### src/rtl/tlo_pkg.sv
// Shared types, constants and helpers for the letter order block.
`timescale 1ns / 1ps
package tlo_pkg;

  localparam int AlphaSize = 26;
  localparam int LetterW   = 5;

  typedef struct packed {
    logic [LetterW-1:0] letter;
    logic               word_end;
    logic               list_end;
  } in_beat_t;

  typedef struct packed {
    logic [LetterW-1:0] order_letter;
    logic               ok;
    logic               last;
  } out_beat_t;

  typedef enum logic [2:0] {
    StBuild,
    StRoot,
    StStep,
    StEmit,
    StErr
  } back_state_e;

  typedef enum logic [1:0] {
    MarkNone,
    MarkOpen,
    MarkDone
  } mark_e;

  // lowest set bit of an alphabet-wide mask
  function automatic logic [LetterW-1:0] first_set(logic [AlphaSize-1:0] v);
    logic [LetterW-1:0] r;
    r = '0;
    for (int i = AlphaSize - 1; i >= 0; i--) begin
      if (v[i]) r = LetterW'(i);
    end
    return r;
  endfunction

endpackage

### src/rtl/tlo_front.sv
// Front end: accepts letter beats, tracks word position, reads the previous word.
`timescale 1ns / 1ps
module tlo_front #(
  parameter int MaxWordLen = 64,
  localparam int PosW   = $clog2(MaxWordLen + 1),
  localparam int AddrW  = (MaxWordLen > 1) ? $clog2(MaxWordLen) : 1,
  localparam int EntryW = tlo_pkg::LetterW * 2 + 3 + 2 * PosW
) (
  input  logic                clk_i,
  input  logic                rst_ni,
  input  logic                in_valid_i,
  output logic                in_stall_o,
  input  tlo_pkg::in_beat_t   in_data_i,
  output logic                push_o,
  output logic [EntryW-1:0]   entry_o,
  input  logic                full_i
);

  typedef struct packed {
    logic [tlo_pkg::LetterW-1:0] letter;
    logic                        word_end;
    logic                        list_end;
    logic                        bad;
    logic [PosW-1:0]             pos;
    logic [PosW-1:0]             len;
    logic [tlo_pkg::LetterW-1:0] prev;
  } entry_t;

  logic [tlo_pkg::LetterW-1:0] word_mem [MaxWordLen];
  logic [tlo_pkg::LetterW-1:0] rd_q;
  logic [PosW-1:0]             pos_q, pos_d;
  logic                        s1_valid_q, s1_valid_d;
  logic [tlo_pkg::LetterW-1:0] s1_letter_q;
  logic                        s1_we_q, s1_le_q, s1_bad_q;
  logic [PosW-1:0]             s1_pos_q, s1_len_q;
  logic                        acc, good, ovl, store;
  logic [PosW-1:0]             len;
  entry_t                      entry;

  assign push_o     = s1_valid_q && !full_i;
  assign in_stall_o = s1_valid_q && full_i;
  assign acc        = in_valid_i && !in_stall_o;

  assign good  = in_data_i.letter < tlo_pkg::LetterW'(tlo_pkg::AlphaSize);
  assign ovl   = pos_q >= PosW'(MaxWordLen);
  assign store = good && !ovl;
  assign len   = store ? pos_q + PosW'(1) : pos_q;

  always_comb begin
    pos_d      = pos_q;
    s1_valid_d = s1_valid_q;
    if (push_o) s1_valid_d = 1'b0;
    if (acc) begin
      s1_valid_d = 1'b1;
      pos_d      = (in_data_i.word_end || in_data_i.list_end) ? '0 : len;
    end
  end

  always_ff @(posedge clk_i or negedge rst_ni) begin
    if (!rst_ni) begin
      pos_q      <= '0;
      s1_valid_q <= 1'b0;
    end else begin
      pos_q      <= pos_d;
      s1_valid_q <= s1_valid_d;
    end
  end

  // read-before-write: rd_q gets the previous word's letter at this position
  always_ff @(posedge clk_i) begin
    if (acc) begin
      rd_q        <= word_mem[pos_q[AddrW-1:0]];
      s1_letter_q <= in_data_i.letter;
      s1_we_q     <= in_data_i.word_end;
      s1_le_q     <= in_data_i.list_end;
      s1_bad_q    <= !store;
      s1_pos_q    <= pos_q;
      s1_len_q    <= len;
      if (store) word_mem[pos_q[AddrW-1:0]] <= in_data_i.letter;
    end
  end

  always_comb begin
    entry.letter   = s1_letter_q;
    entry.word_end = s1_we_q;
    entry.list_end = s1_le_q;
    entry.bad      = s1_bad_q;
    entry.pos      = s1_pos_q;
    entry.len      = s1_len_q;
    entry.prev     = rd_q;
  end

  assign entry_o = entry;

endmodule

### src/rtl/tlo_fifo.sv
// Short queue between the front end and the graph back end.
`timescale 1ns / 1ps
module tlo_fifo #(
  parameter int Width = 8
) (
  input  logic             clk_i,
  input  logic             rst_ni,
  input  logic             push_i,
  input  logic [Width-1:0] data_i,
  output logic             full_o,
  input  logic             pop_i,
  output logic             empty_o,
  output logic [Width-1:0] data_o
);

  localparam int Depth = 4;
  localparam int PtrW  = $clog2(Depth);

  logic [Width-1:0] mem_q [Depth];
  logic [PtrW-1:0]  wr_q, rd_q;
  logic [PtrW:0]    cnt_q;

  assign full_o  = cnt_q == (PtrW + 1)'(Depth);
  assign empty_o = cnt_q == '0;
  assign data_o  = mem_q[rd_q];

  always_ff @(posedge clk_i or negedge rst_ni) begin
    if (!rst_ni) begin
      wr_q  <= '0;
      rd_q  <= '0;
      cnt_q <= '0;
    end else begin
      if (push_i) wr_q <= wr_q + PtrW'(1);
      if (pop_i)  rd_q <= rd_q + PtrW'(1);
      if (push_i && !pop_i)      cnt_q <= cnt_q + (PtrW + 1)'(1);
      else if (pop_i && !push_i) cnt_q <= cnt_q - (PtrW + 1)'(1);
    end
  end

  always_ff @(posedge clk_i) begin
    if (push_i) mem_q[wr_q] <= data_i;
  end

endmodule

### src/rtl/tlo_back.sv
// Back end: edge table build, depth-first walk and result output.
`timescale 1ns / 1ps
module tlo_back #(
  parameter int MaxWordLen = 64,
  localparam int PosW   = $clog2(MaxWordLen + 1),
  localparam int EntryW = tlo_pkg::LetterW * 2 + 3 + 2 * PosW
) (
  input  logic                clk_i,
  input  logic                rst_ni,
  input  logic                empty_i,
  input  logic [EntryW-1:0]   entry_i,
  output logic                pop_o,
  output logic                out_valid_o,
  input  logic                out_stall_i,
  output tlo_pkg::out_beat_t  out_data_o
);

  localparam int A  = tlo_pkg::AlphaSize;
  localparam int LW = tlo_pkg::LetterW;

  typedef struct packed {
    logic [LW-1:0]   letter;
    logic            word_end;
    logic            list_end;
    logic            bad;
    logic [PosW-1:0] pos;
    logic [PosW-1:0] len;
    logic [LW-1:0]   prev;
  } entry_t;

  entry_t e;
  assign e = entry_i;

  tlo_pkg::back_state_e state_q, state_d;
  logic [A-1:0]    seen_q, seen_d;
  logic [A-1:0]    edge_q [A];
  tlo_pkg::mark_e  mark_q [A];
  logic [LW-1:0]   stk_q  [A];
  logic [LW-1:0]   cur_q  [A];
  logic [LW-1:0]   post_q [A];
  logic [LW-1:0]   depth_q, depth_d, cnt_q, cnt_d, k_q, k_d;
  logic [PosW-1:0] plen_q, plen_d;
  logic            diff_q, diff_d, fwp_q, fwp_d, inval_q, inval_d;
  logic            diff_n, inval_n;
  logic            out_valid_q, out_valid_d;
  tlo_pkg::out_beat_t out_q, out_d;
  logic            out_free, out_load, clear_all;

  // write strobes
  logic            edge_we;
  logic            mark_we;
  logic [LW-1:0]   mark_idx;
  tlo_pkg::mark_e  mark_val;
  logic            stk_we;
  logic [LW-1:0]   stk_idx, stk_val;
  logic            cur_we_a, cur_we_b;
  logic [LW-1:0]   cur_idx_a, cur_val_a, cur_idx_b;
  logic            post_we;

  // walk datapath
  logic [A-1:0]    roots, ge_mask, nb_mask;
  logic [LW-1:0]   top, node, cpos, nb, root;

  assign top  = depth_q - LW'(1);
  assign node = stk_q[top];
  assign cpos = cur_q[top];

  always_comb begin
    for (int i = 0; i < A; i++) begin
      roots[i]   = seen_q[i] && (mark_q[i] == tlo_pkg::MarkNone);
      ge_mask[i] = LW'(i) >= cpos;
    end
  end

  assign nb_mask  = edge_q[node] & ge_mask;
  assign nb       = tlo_pkg::first_set(nb_mask);
  assign root     = tlo_pkg::first_set(roots);
  assign out_free = !out_valid_q || !out_stall_i;

  always_comb begin
    state_d   = state_q;
    seen_d    = seen_q;
    diff_d    = diff_q;
    fwp_d     = fwp_q;
    plen_d    = plen_q;
    inval_d   = inval_q;
    depth_d   = depth_q;
    cnt_d     = cnt_q;
    k_d       = k_q;
    diff_n    = diff_q;
    inval_n   = inval_q;
    pop_o     = 1'b0;
    edge_we   = 1'b0;
    mark_we   = 1'b0;
    mark_idx  = '0;
    mark_val  = tlo_pkg::MarkNone;
    stk_we    = 1'b0;
    stk_idx   = '0;
    stk_val   = '0;
    cur_we_a  = 1'b0;
    cur_idx_a = '0;
    cur_val_a = '0;
    cur_we_b  = 1'b0;
    cur_idx_b = '0;
    post_we   = 1'b0;
    out_load  = 1'b0;
    out_d     = '0;
    clear_all = 1'b0;
    unique case (state_q)
      tlo_pkg::StBuild: begin
        if (!empty_i) begin
          pop_o = 1'b1;
          if (e.bad) begin
            inval_n = 1'b1;
          end else begin
            seen_d = seen_q | (A'(1) << e.letter);
            if (!fwp_q && !diff_q && e.pos < plen_q && e.prev != e.letter &&
                e.prev < LW'(A)) begin
              edge_we = 1'b1;
              diff_n  = 1'b1;
            end
          end
          if (e.word_end || e.list_end) begin
            // previous word longer with no differing letter: bad prefix
            if (!fwp_q && !diff_n && plen_q > e.len) inval_n = 1'b1;
            plen_d = e.len;
            diff_n = 1'b0;
            fwp_d  = 1'b0;
          end
          diff_d  = diff_n;
          inval_d = inval_n;
          if (e.list_end) state_d = inval_n ? tlo_pkg::StErr : tlo_pkg::StRoot;
        end
      end
      tlo_pkg::StRoot: begin
        if (|roots) begin
          stk_we    = 1'b1;
          stk_idx   = '0;
          stk_val   = root;
          cur_we_b  = 1'b1;
          cur_idx_b = '0;
          mark_we   = 1'b1;
          mark_idx  = root;
          mark_val  = tlo_pkg::MarkOpen;
          depth_d   = LW'(1);
          state_d   = tlo_pkg::StStep;
        end else if (cnt_q == '0) begin
          state_d = tlo_pkg::StErr;
        end else begin
          k_d     = cnt_q - LW'(1);
          state_d = tlo_pkg::StEmit;
        end
      end
      tlo_pkg::StStep: begin
        if (|nb_mask) begin
          cur_we_a  = 1'b1;
          cur_idx_a = top;
          cur_val_a = nb + LW'(1);
          if (mark_q[nb] == tlo_pkg::MarkOpen) begin
            state_d = tlo_pkg::StErr;
          end else if (mark_q[nb] == tlo_pkg::MarkNone && depth_q < LW'(A)) begin
            mark_we   = 1'b1;
            mark_idx  = nb;
            mark_val  = tlo_pkg::MarkOpen;
            stk_we    = 1'b1;
            stk_idx   = depth_q;
            stk_val   = nb;
            cur_we_b  = 1'b1;
            cur_idx_b = depth_q;
            depth_d   = depth_q + LW'(1);
          end
        end else begin
          mark_we  = 1'b1;
          mark_idx = node;
          mark_val = tlo_pkg::MarkDone;
          if (cnt_q < LW'(A)) begin
            post_we = 1'b1;
            cnt_d   = cnt_q + LW'(1);
          end
          depth_d = depth_q - LW'(1);
          if (depth_q == LW'(1)) state_d = tlo_pkg::StRoot;
        end
      end
      tlo_pkg::StEmit: begin
        if (out_free) begin
          out_load           = 1'b1;
          out_d.order_letter = post_q[k_q];
          out_d.ok           = 1'b1;
          out_d.last         = k_q == '0;
          if (k_q == '0) begin
            clear_all = 1'b1;
            state_d   = tlo_pkg::StBuild;
          end else begin
            k_d = k_q - LW'(1);
          end
        end
      end
      tlo_pkg::StErr: begin
        if (out_free) begin
          out_load   = 1'b1;
          out_d.last = 1'b1;
          clear_all  = 1'b1;
          state_d    = tlo_pkg::StBuild;
        end
      end
      default: state_d = tlo_pkg::StBuild;
    endcase
    if (clear_all) begin
      seen_d  = '0;
      diff_d  = 1'b0;
      fwp_d   = 1'b1;
      plen_d  = '0;
      inval_d = 1'b0;
      depth_d = '0;
      cnt_d   = '0;
    end
    out_valid_d = out_load ? 1'b1 : (out_stall_i ? out_valid_q : 1'b0);
  end

  always_ff @(posedge clk_i or negedge rst_ni) begin
    if (!rst_ni) begin
      state_q     <= tlo_pkg::StBuild;
      seen_q      <= '0;
      diff_q      <= 1'b0;
      fwp_q       <= 1'b1;
      plen_q      <= '0;
      inval_q     <= 1'b0;
      depth_q     <= '0;
      cnt_q       <= '0;
      k_q         <= '0;
      out_valid_q <= 1'b0;
      for (int i = 0; i < A; i++) begin
        edge_q[i] <= '0;
        mark_q[i] <= tlo_pkg::MarkNone;
      end
    end else begin
      state_q     <= state_d;
      seen_q      <= seen_d;
      diff_q      <= diff_d;
      fwp_q       <= fwp_d;
      plen_q      <= plen_d;
      inval_q     <= inval_d;
      depth_q     <= depth_d;
      cnt_q       <= cnt_d;
      k_q         <= k_d;
      out_valid_q <= out_valid_d;
      if (clear_all) begin
        for (int i = 0; i < A; i++) begin
          edge_q[i] <= '0;
          mark_q[i] <= tlo_pkg::MarkNone;
        end
      end else begin
        if (edge_we) edge_q[e.prev] <= edge_q[e.prev] | (A'(1) << e.letter);
        if (mark_we) mark_q[mark_idx] <= mark_val;
      end
    end
  end

  always_ff @(posedge clk_i) begin
    if (stk_we)   stk_q[stk_idx]   <= stk_val;
    if (cur_we_a) cur_q[cur_idx_a] <= cur_val_a;
    if (cur_we_b) cur_q[cur_idx_b] <= '0;
    if (post_we)  post_q[cnt_q]    <= node;
    if (out_load) out_q            <= out_d;
  end

  assign out_valid_o = out_valid_q;
  assign out_data_o  = out_q;

endmodule

### src/rtl/topological_letter_order_top.sv
// A letter beat is registered in the front end, queued, then added to the edge table;
// one beat per cycle is taken unless the queue is full. A valid list end starts the walk
// over each present letter, edge and root, then one result beat per cycle unless stalled.
// The front end keeps taking letters of the next list during the walk until the queue fills.
// Reset clears all control state at once; no clearing pass is needed.
`timescale 1ns / 1ps
module topological_letter_order_top #(
  parameter int MaxWordLen = 64
) (
  input  logic               clk_i,
  input  logic               rst_ni,
  input  logic               in_valid_i,
  output logic               in_stall_o,
  input  tlo_pkg::in_beat_t  in_data_i,
  output logic               out_valid_o,
  input  logic               out_stall_i,
  output tlo_pkg::out_beat_t out_data_o
);

  localparam int PosW   = $clog2(MaxWordLen + 1);
  localparam int EntryW = tlo_pkg::LetterW * 2 + 3 + 2 * PosW;

  logic              push, pop, full, empty;
  logic [EntryW-1:0] push_data, pop_data;

  tlo_front #(.MaxWordLen(MaxWordLen)) u_front (
    .clk_i      (clk_i),
    .rst_ni     (rst_ni),
    .in_valid_i (in_valid_i),
    .in_stall_o (in_stall_o),
    .in_data_i  (in_data_i),
    .push_o     (push),
    .entry_o    (push_data),
    .full_i     (full)
  );

  tlo_fifo #(.Width(EntryW)) u_fifo (
    .clk_i   (clk_i),
    .rst_ni  (rst_ni),
    .push_i  (push),
    .data_i  (push_data),
    .full_o  (full),
    .pop_i   (pop),
    .empty_o (empty),
    .data_o  (pop_data)
  );

  tlo_back #(.MaxWordLen(MaxWordLen)) u_back (
    .clk_i       (clk_i),
    .rst_ni      (rst_ni),
    .empty_i     (empty),
    .entry_i     (pop_data),
    .pop_o       (pop),
    .out_valid_o (out_valid_o),
    .out_stall_i (out_stall_i),
    .out_data_o  (out_data_o)
  );

endmodule

### config.mk
export PLATFORM = sky130hd
export DESIGN_NAME = topological_letter_order_top
export DESIGN_NICKNAME = d
export VERILOG_FILES = /design/src/rtl/tlo_pkg.sv /design/src/rtl/tlo_front.sv /design/src/rtl/tlo_fifo.sv /design/src/rtl/tlo_back.sv /design/src/rtl/topological_letter_order_top.sv
export SDC_FILE = /design/constraint.sdc
export NUM_CORES = 2
export LEC_CHECK = 0
export BUFFER_PORTS_ARGS = -buffer_cell sky130_fd_sc_hd__clkbuf_2
export CORE_MARGIN = 3
export CORE_UTILIZATION = 45
export DETAILED_ROUTE_END_ITERATION = 6
export GPL_ROUTABILITY_DRIVEN = 1
export PLACE_DENSITY = 0.62
export SYNTH_ARGS = -nofsm -noshare
export SYNTH_HDL_FRONTEND = slang
export SYNTH_HIERARCHICAL = 1
export SYNTH_SLANG_ARGS = --single-unit
### constraint.sdc
create_clock -name clk_i -period 9.8 [get_ports clk_i]
set_clock_uncertainty 0.2 [all_clocks]
set_input_delay 1.96 -clock clk_i [delete_from_list [all_inputs] [get_ports clk_i]]
set_output_delay 1.96 -clock clk_i [all_outputs]
set_load 0.01 [all_outputs]
Word level (Yosys, flattened, before mapping)
Memory sizes are Yosys's and may differ from the RTL's. A register that Yosys moved wholly into a read port is not among the register bits. Index checks and enable logic that the tools add are counted.

Bits in registers: 822. Bits in writable memories: 818. Input port bits: 11. Output and inout port bits: 9. Word-level logic and storage cells: 461. Memories kept: 5.

$add $sub $neg: 11. $lt $le $gt $ge: 39. Equal/unequal tests: 25. Shift-type cells: 1. Muxes and demuxes: 190. Bitwise logic cells: 7. Reduce and logical (&&, ||, !) cells: 108.

Memory list: u_front.word_mem (words 64, bits a word 5, read ports 1, clocked after Yosys merged registers in 1, wr ports 1, line tlo_front.sv:29) `logic [tlo_pkg::LetterW-1:0] word_mem [MaxWordLen];`; u_back.cur_q (words 26, bits a word 5, read ports 1, clocked after Yosys merged registers in 0, wr ports 2, line tlo_back.sv:39) `logic [LW-1:0] cur_q [A];`; u_back.post_q (words 26, bits a word 5, read ports 1, clocked after Yosys merged registers in 1, wr ports 1, line tlo_back.sv:40) `logic [LW-1:0] post_q [A];`; u_back.stk_q (words 26, bits a word 5, read ports 1, clocked after Yosys merged registers in 0, wr ports 1, line tlo_back.sv:38) `logic [LW-1:0] stk_q [A];`; u_fifo.mem_q (words 4, bits a word 27, read ports 1, clocked after Yosys merged registers in 0, wr ports 1, line tlo_fifo.sv:19) `logic [Width-1:0] mem_q [Depth];`.

Operator list (count): 2-to-1 mux 676 bit (2); bitwise mux 676 bit (1); 2-to-1 mux 5 bit (78); binary-select mux 26 bit (select 5 bit) (2); 2-to-1 mux 26 bit (9); demux 26 bit (select 5 bit) (1); 2-to-1 mux 52 bit (2); 2-to-1 mux 1 bit (57); logical NOT 2 bit (27); bitwise mux 52 bit (1); OR 26 bit (2); OR reduction 26 bit (2); >= comparator 5 bit, first input constant (10); 2-to-1 mux 7 bit (6); logical AND 1 bit (41); >= comparator 4 x 5 -> 1 bit, first input constant (8); case mux 5 bit (2 select lines) (4); 2-to-1 mux 3 bit (13); AND 26 bit (1); << shifter 1 x 5 -> 26 bit, first input constant (1); >= comparator 6 bit, second input constant (4); inverter 5 -> 6 bit (4); >= comparator 3 x 5 -> 1 bit, first input constant (4); less-than comparator 5 bit, second input constant (4); 41 further kinds (97).

Logic depth before layout (Yosys ltp)
An unclocked memory read counts as a cell.

Depth after elaboration: 51. Mapped depth: 35. Gate-level depth less buffers: 23.

By module
The synthesis kept the hierarchy.

By module, submodules not included: tlo_back (times used 1, cells an instance 5701, area each 60641.9 sq um, seq. area each 30215.2 sq um); tlo_front (times used 1, cells an instance 833, area each 13927.1 sq um, seq. area each 10620.2 sq um); tlo_fifo (times used 1, cells an instance 175, area each 4299.1 sq um, seq. area each 3418.3 sq um).

Worst setup path before layout
Ideal clock, no wire load.

Path kind: reg2reg. Start point: register u_back.depth_q[1]. End point: memory u_back/stk_q[0][0] in the netlist's numbering (data pin). Setup time: 0.408 ns. Arrival: 7.243 ns. Required time: 9.192 ns. Path slack: 1.949 ns. Stages on the path, launching flop included: 28. Path buffers: 7. Clock period less this slack: 7.851 ns. Cells stage by stage: dfrtp_1 buf_2 inv_1 ha_1 buf_2 buf_2 buf_2 buf_1 mux4_2 nand2_1 nand2_1 a221oi_4 and2_1 nand2b_1 nand4_1 or4_1 a211oi_2 o221ai_1 a211oi_2 o22ai_1 buf_4 buf_6 a311oi_2 o21ai_1 or2_1 a32oi_4 nand3_2 o21ai_0.

Cells in the longest elaborated chain, start to end: 43. Elaborated cells between the ends (all ways): 73. Classes of those cells: add/sub: 1; order compare: 27; eq/ne: 1; mux: 36; bitwise: 3; reduce/logical: 3; memory: 2.

Ends and longest elaborated chain: start, declared (line tlo_back.sv:41) `logic [LW-1:0] depth_q, depth_d, cnt_q, cnt_d, k_q, k_d;`; start signal, assigned (line tlo_back.sv:243) `depth_q <= depth_d;`; subtractor 5 x 1 -> 5 bit (line tlo_back.sv:64) `assign top = depth_q - LW'(1);`; memory (26 x 5 bit); inverter 5 -> 6 bit (not written as such) (line tlo_back.sv:75) `assign nb_mask = edge_q[node] & ge_mask;`; binary-select mux 26 bit (select 5 bit) (line tlo_back.sv:75); 2-to-1 mux 26 bit (not written as such) (2 in series) (line tlo_back.sv:75); AND 26 bit (line tlo_back.sv:75); 2-to-1 mux 5 bit (26 in series) (line tlo_pkg.sv:39) `if (v[i]) r = LetterW'(i);`; inverter 5 -> 6 bit (not written as such) (line tlo_back.sv:159, tlo_back.sv:161); binary-select mux 2 bit (select 5 bit) (line tlo_back.sv:159, tlo_back.sv:161); 2-to-1 mux 2 bit (not written as such) (2 in series) (line tlo_back.sv:159, tlo_back.sv:161); logical NOT 2 bit (line tlo_back.sv:161) `end else if (mark_q[nb] == tlo_pkg::MarkNone && depth_q < LW'(A)) begin`; logical AND 1 bit (line tlo_back.sv:161); 2-to-1 mux 5 bit (line tlo_back.sv:161); 2-to-1 mux 5 bit (line tlo_back.sv:159) `if (mark_q[nb] == tlo_pkg::MarkOpen) begin`; 2-to-1 mux 5 bit * (line tlo_back.sv:155) `if (|nb_mask) begin`; case mux 5 bit (2 select lines) * (line tlo_back.sv:109) `unique case (state_q)`; named net u_back.stk_val[0] (line tlo_back.sv:55) `logic [LW-1:0] stk_idx, stk_val;`; end, declared (line tlo_back.sv:38).

Mark *: on every way through the listed nets, which the timed path passes. The rest lies on a longest branch. The select of a mux whose other input is x is not followed.

Worst setup path in the final report
Start point: register u_back.depth_q[2]. End point: memory u_back/stk_q[14][1] in the netlist's numbering, enable pin.

Cells in the longest elaborated chain, start to end: 45. Elaborated cells between the ends (all ways): 79. Classes of those cells: add/sub: 1; order compare: 27; eq/ne: 1; mux: 42; bitwise: 3; reduce/logical: 3; memory: 2.

Ends and longest elaborated chain: subtractor 5 x 1 -> 5 bit (line tlo_back.sv:64); memory (26 x 5 bit); inverter 5 -> 6 bit (not written as such) (line tlo_back.sv:75); binary-select mux 26 bit (select 5 bit) (line tlo_back.sv:75); 2-to-1 mux 26 bit (not written as such) (2 in series) (line tlo_back.sv:75); AND 26 bit (line tlo_back.sv:75); 2-to-1 mux 5 bit (26 in series) (line tlo_pkg.sv:39); inverter 5 -> 6 bit (not written as such) (line tlo_back.sv:159, tlo_back.sv:161); [... 3 more ...]; logical NOT 2 bit (line tlo_back.sv:161); logical AND 1 bit (line tlo_back.sv:161); 2-to-1 mux 1 bit (line tlo_back.sv:161); 2-to-1 mux 1 bit (line tlo_back.sv:159); 2-to-1 mux 1 bit (line tlo_back.sv:155); case mux 1 bit (2 select lines) (line tlo_back.sv:109); 2-to-1 mux 1 bit (line tlo_back.sv:260) `if (stk_we) stk_q[stk_idx] <= stk_val;`; 2-to-1 mux 1 bit (not written as such) (line tlo_back.sv:260).

Parallel ways exist; a longest one is shown, timed or not. The select of a mux whose other input is x is not followed.

==> parameters.txt <==
Parameter                              Value

Placed design
  Count of buffers from port buffering ... 19
  Placer's final routability congestion estimate ... a little under 1
  Placed Area ... approximately 80,000 um^2
  Setup slack at placement ... 0.516 ns
  Detailed placer's ending HPWL ... around 150,000 um

Critical path
  Highest cell delay on the worst timing path ... 1.00 ns
  Last element of the critical path ... u_back/stk_q[14][1]
  Worst setup slack for register-to-register paths ... 0.39 ns
  Critical path's slowest cell ... sky130_fd_sc_hd__dfrtp_1
  Worst setup startpoint ... u_back/depth_q[2]
  Top cell family by delay on the critical path ... compound AO/OA/AOI/OAI gates
  Crit path launch type ... register
  Critical Path Sink Type ... register
  WP data arrival ... slightly below 10 ns
  Cell type with the highest occurrence count on the critical path ... sky130_fd_sc_hd__buf_4
  Worst R2R Path Depth ... 22
  Launch instance of the worst register-to-register path ... u_back/depth_q[2]
  Stages on the worst setup path ... 22
  Biggest fanout along the worst timing path ... 23
  Worst-path cell chain ... xnor2_4 > buf_4 > mux2i_1 > a41oi_1 > a211o_1 > buf_4 > a21oi_4 > a22o_1 > a211oi_1 > or4b_1 > a21oi_1 > o21ai_0 > or2_1 > o22ai_4 > buf_4 > mux2i_1 > o32ai_1 > or2_1 > a32oi_4 > nand3_2 > nor3_1 > and3_1
  Critical path buffer and inverter count ... 3
  Terminus of the critical flop-to-flop path ... u_back/stk_q[14][1]
  Start-to-end type of the worst setup path ... reg -> reg
  Worst EP required ... between 10 and 15 ns

Global routing
  Via count of the first global-routing pass ... roughly 56k
  Initial antenna violation count ... 2
  Wire length of the first global-routing pass ... approximately 380,000 um
  Largest net degree at the start of global routing ... between 200 and 250
  Overflow left after global routing ... 0
  Most used routing layer in global routing ... met2
  Met2 GRT Util ... just over 40%
  Met1 capacity usage during global routing ... around two fifths
  Global-route usage over all layers ... 27.7%
  M3 GR Usage ... under 10%

STA
  Maximum achievable frequency ... 0.106 GHz
  Number of pins with negative max-slew slack in the final report ... 0
  Tightest Pin Transition ... between 1 and 1.5 ns
  Unrepaired setup endpoints after global routing ... no
  Final hold violations ... 0
  Number of failing setup endpoints in the final timing report ... 0
  Worst-case setup margin in the final layout ... between 0.3 and 0.4 ns
  Period utilization ... just under 100%
  Final setup TNS ... 0 ns
  Headroom to the max-slew limit ... ~8.1%
  Fin crit period ... roughly 9.4 ns

Route
  Remaining DRCs ... 0
  1st-pass router iterations ... 7
  Vias after detailed routing ... a little under 60k
  Avg Vias per Cell ... ~6.5
  Detailed-route wire length ... 254,000 um
  Antenna viol nets, final ... 0
  Routed WL per cell ... roughly 28 um
  DRC marker count from the first detailed-route iteration ... roughly 7.6k

Cells and area
  Layout area overhead ... 10.2%
  Final cell area excluding filler cells ... between 80,000 and 90,000 um^2
  Seq. cell area ... approximately 44,000 um^2
  Multi-input gate area ... roughly 32,000 um^2
  Number of fillers in the final layout ... around 15k
  Fraction of layout cells with a size suffix above 1 ... 14.0%
  Count of nets after finishing ... 6,507

Pwr
  Worst VDD drop ... approximately 0.00051 V
  Final Total Pwr ... 32.2 mW
  Power density over cell area ... 370 nW/um^2
  Standby leakage power ... ~32 nW

CTS
  H-Tree Level Count ... 4
  Clock Tree Buf Depth ... 3
  Buffer type at the clock tree root ... sky130_fd_sc_hd__clkbuf_16
  Clock tree from TritonCTS ... done
  Num Clock Sinks ... 1,650
  Clk slew on worst S/H paths ... roughly 0.06 ns
  Cts bufs inserted ... approximately 180
  Skew-Pair Late Insertion Delay ... roughly 0.84 ns

Job
  Max-cap violation count ... 0

Floorplanning
  Overall die height ... about 420 um
  Chip width ... 425 um
  Number of placement rows ... 153
  Starting utilization of the core area ... about 45%
  Number of I/O pins ... 20
  Std-Cell Core Area ... about 170,000 um^2
  Area of the die ... 180,000 um^2

Logic synthesis
  Yosys warnings ... 6
  Syn_nets ... between 6k and 7k
  Seq/Total Area, Yosys ... a little under three fifths
  Cell count after synthesis ... 6,709
  Number of synthesized flops with an enable pin ... approximately 720
  Fraction of registers with async set or reset after synthesis ... about half
  Area of the mapped netlist ... roughly 80,000 um^2
  Prevailing post-synth register cell ... sky130_fd_sc_hd__dfrtp_1
  Synthesized flop and latch total ... between 1.5k and 2k
  Average instance area after synthesis ... approximately 12 um^2
  Distinct cells, synth ... around 110

Hold path
  HP Class ... reg -> reg
  Launch point of the worst hold path ... u_fifo/rd_q[1]

Status
  Result of the run ... finished, final reports clean
sequential cells by signal, indices dropped and copies added (netlist names), 7 cells and up:
register           cells
u_front/s1_pos_q       7
u_back/stk_q         130
u_back/edge_q        676
u_back/plen_q          7
u_back/seen_q         26
u_back/out_data_o      7
u_fifo/mem_q         108
u_front/pos_q          7
u_front/s1_len_q       7
u_back/mark_q         52
u_back/post_q        130
u_front/word_mem     320
u_back/cur_q         130
metal layers:
layer,vias up,part of all wire (%)
li1,24800,-
met1,29300,40
met2,3247,44
met3,716,10
met4,4,4.9
met5,-,0.011
Yosys cell counts (all sizes together), types with 14 or more instances:
library cell  number  share of area (%)
dfrtp            797                 25
nand3            778                4.9
o21ai            751                4.8
edfxtp           722                 27
nand2            505                2.4
mux2i            490                6.2
nor2             426                2.0
clkbuf           354                1.7
mux4             293                8.4
buf              263                1.8
dfxtp            130                3.3
a221oi           123                1.4
a21oi            114               0.74
inv               67               0.32
a22oi             64               0.61
nor3              58               0.42
and2              53               0.42
mux2              44               0.63
nand4             44               0.38
nor4              40               0.45
a22o              39               0.43
and3              33               0.26
a31oi             31               0.30
nor3b             30               0.30
o22ai             29               0.24
ha                28               0.44
nand2b            28               0.22
nor2b             28               0.22
o31ai             26               0.25
a32oi             25               0.30
a211oi            23               0.24
a41oi             22               0.24
or2               21               0.17
o211ai            20               0.19
a222oi            14               0.18
xor2              14               0.16
what timing repair did:
item,in CTS,in global routing
hold buffers,0,0
endpoints found under the hold margin,0,0
setup buffers,0,0
resized for setup,0,2
endpoints found under the setup margin,0,43
worst min path at each step:
stage	endpoint	slack, ns	cells after the start
after floorplan	u_front/s1_pos_q[3]	0.22	0
after global placement	u_fifo/rd_q[1]	0.26	1
after detailed placement	u_fifo/rd_q[1]	0.27	1
after CTS	u_fifo/rd_q[1]	0.28	1
after global routing	u_fifo/rd_q[1]	0.29	1
final	u_fifo/rd_q[1]	0.28	1
cell type report:
class                   instances  area share [%]
clock inverters                91            1.27
repair buffers                197            1.92
inverters                      68           0.304
flip-flops and latches       1650            50.9
diodes                          4          0.0115
clock buffers                 234            5.45
well taps                    2325            3.35
multi-input cells            4374            36.8
through the flow:
step | instances | util, % | hold slack (ns)
floorplan | 6709 | - | 0.220
global placement | 8613 | 46.6 | 0.260
detailed placement | 8613 | 46.6 | 0.268
CTS | 8938 | 49.9 | 0.280
global route | 8939 | 49.9 | 0.293
finish | 8943 | 49.9 | 0.277
cell families after synthesis:
family                     count (synthesis)  share of synthesized area, %
AOI/OAI and AO/OA                       1395                          11.2
adders and majority gates                 29                         0.470
and+or+nand+nor                         2098                          12.8
xor gates and xnor gates                  25                         0.301
buffers and inverters                    685                          3.81
DFF                                     1650                          56.1
muxes                                    827                          15.2
where the power goes:
group          leakage [nW]  internal (mW)  switching [mW]
Combinational          10.8           5.05            12.2
Sequential             18.7           7.96           0.210
Clock                  2.82           3.85            2.87
placed cells by master, fill, tap and decap left out, types with 25 or more instances in the layout:
cell type	Yosys	layout
sky130_fd_sc_hd__clkinv_2	0	27
sky130_fd_sc_hd__nor3_1	53	48
sky130_fd_sc_hd__edfxtp_1	722	722
sky130_fd_sc_hd__a21oi_1	110	109
sky130_fd_sc_hd__nand4_1	42	42
sky130_fd_sc_hd__nand2b_1	28	28
sky130_fd_sc_hd__o22ai_1	28	27
sky130_fd_sc_hd__a22oi_1	64	64
sky130_fd_sc_hd__dfrtp_1	797	791
sky130_fd_sc_hd__clkinv_1	1	29
sky130_fd_sc_hd__mux4_2	291	289
sky130_fd_sc_hd__nand2_1	503	477
sky130_fd_sc_hd__nor4_1	32	31
sky130_fd_sc_hd__nand3_1	776	775
sky130_fd_sc_hd__inv_1	61	60
sky130_fd_sc_hd__ha_1	28	27
sky130_fd_sc_hd__clkbuf_1	354	47
sky130_fd_sc_hd__dfxtp_1	130	130
sky130_fd_sc_hd__o21ai_0	736	731
sky130_fd_sc_hd__mux2_2	40	40
sky130_fd_sc_hd__nor2_1	424	418
sky130_fd_sc_hd__a22o_1	39	39
sky130_fd_sc_hd__o31ai_1	26	26
sky130_fd_sc_hd__clkbuf_16	0	176
sky130_fd_sc_hd__and2_1	53	53
sky130_fd_sc_hd__and3_1	33	33
sky130_fd_sc_hd__buf_4	33	159
sky130_fd_sc_hd__a31oi_1	26	25
sky130_fd_sc_hd__a221oi_1	118	118
sky130_fd_sc_hd__mux2i_1	489	489
No activity file was read; power rests on OpenSTA's default activity.
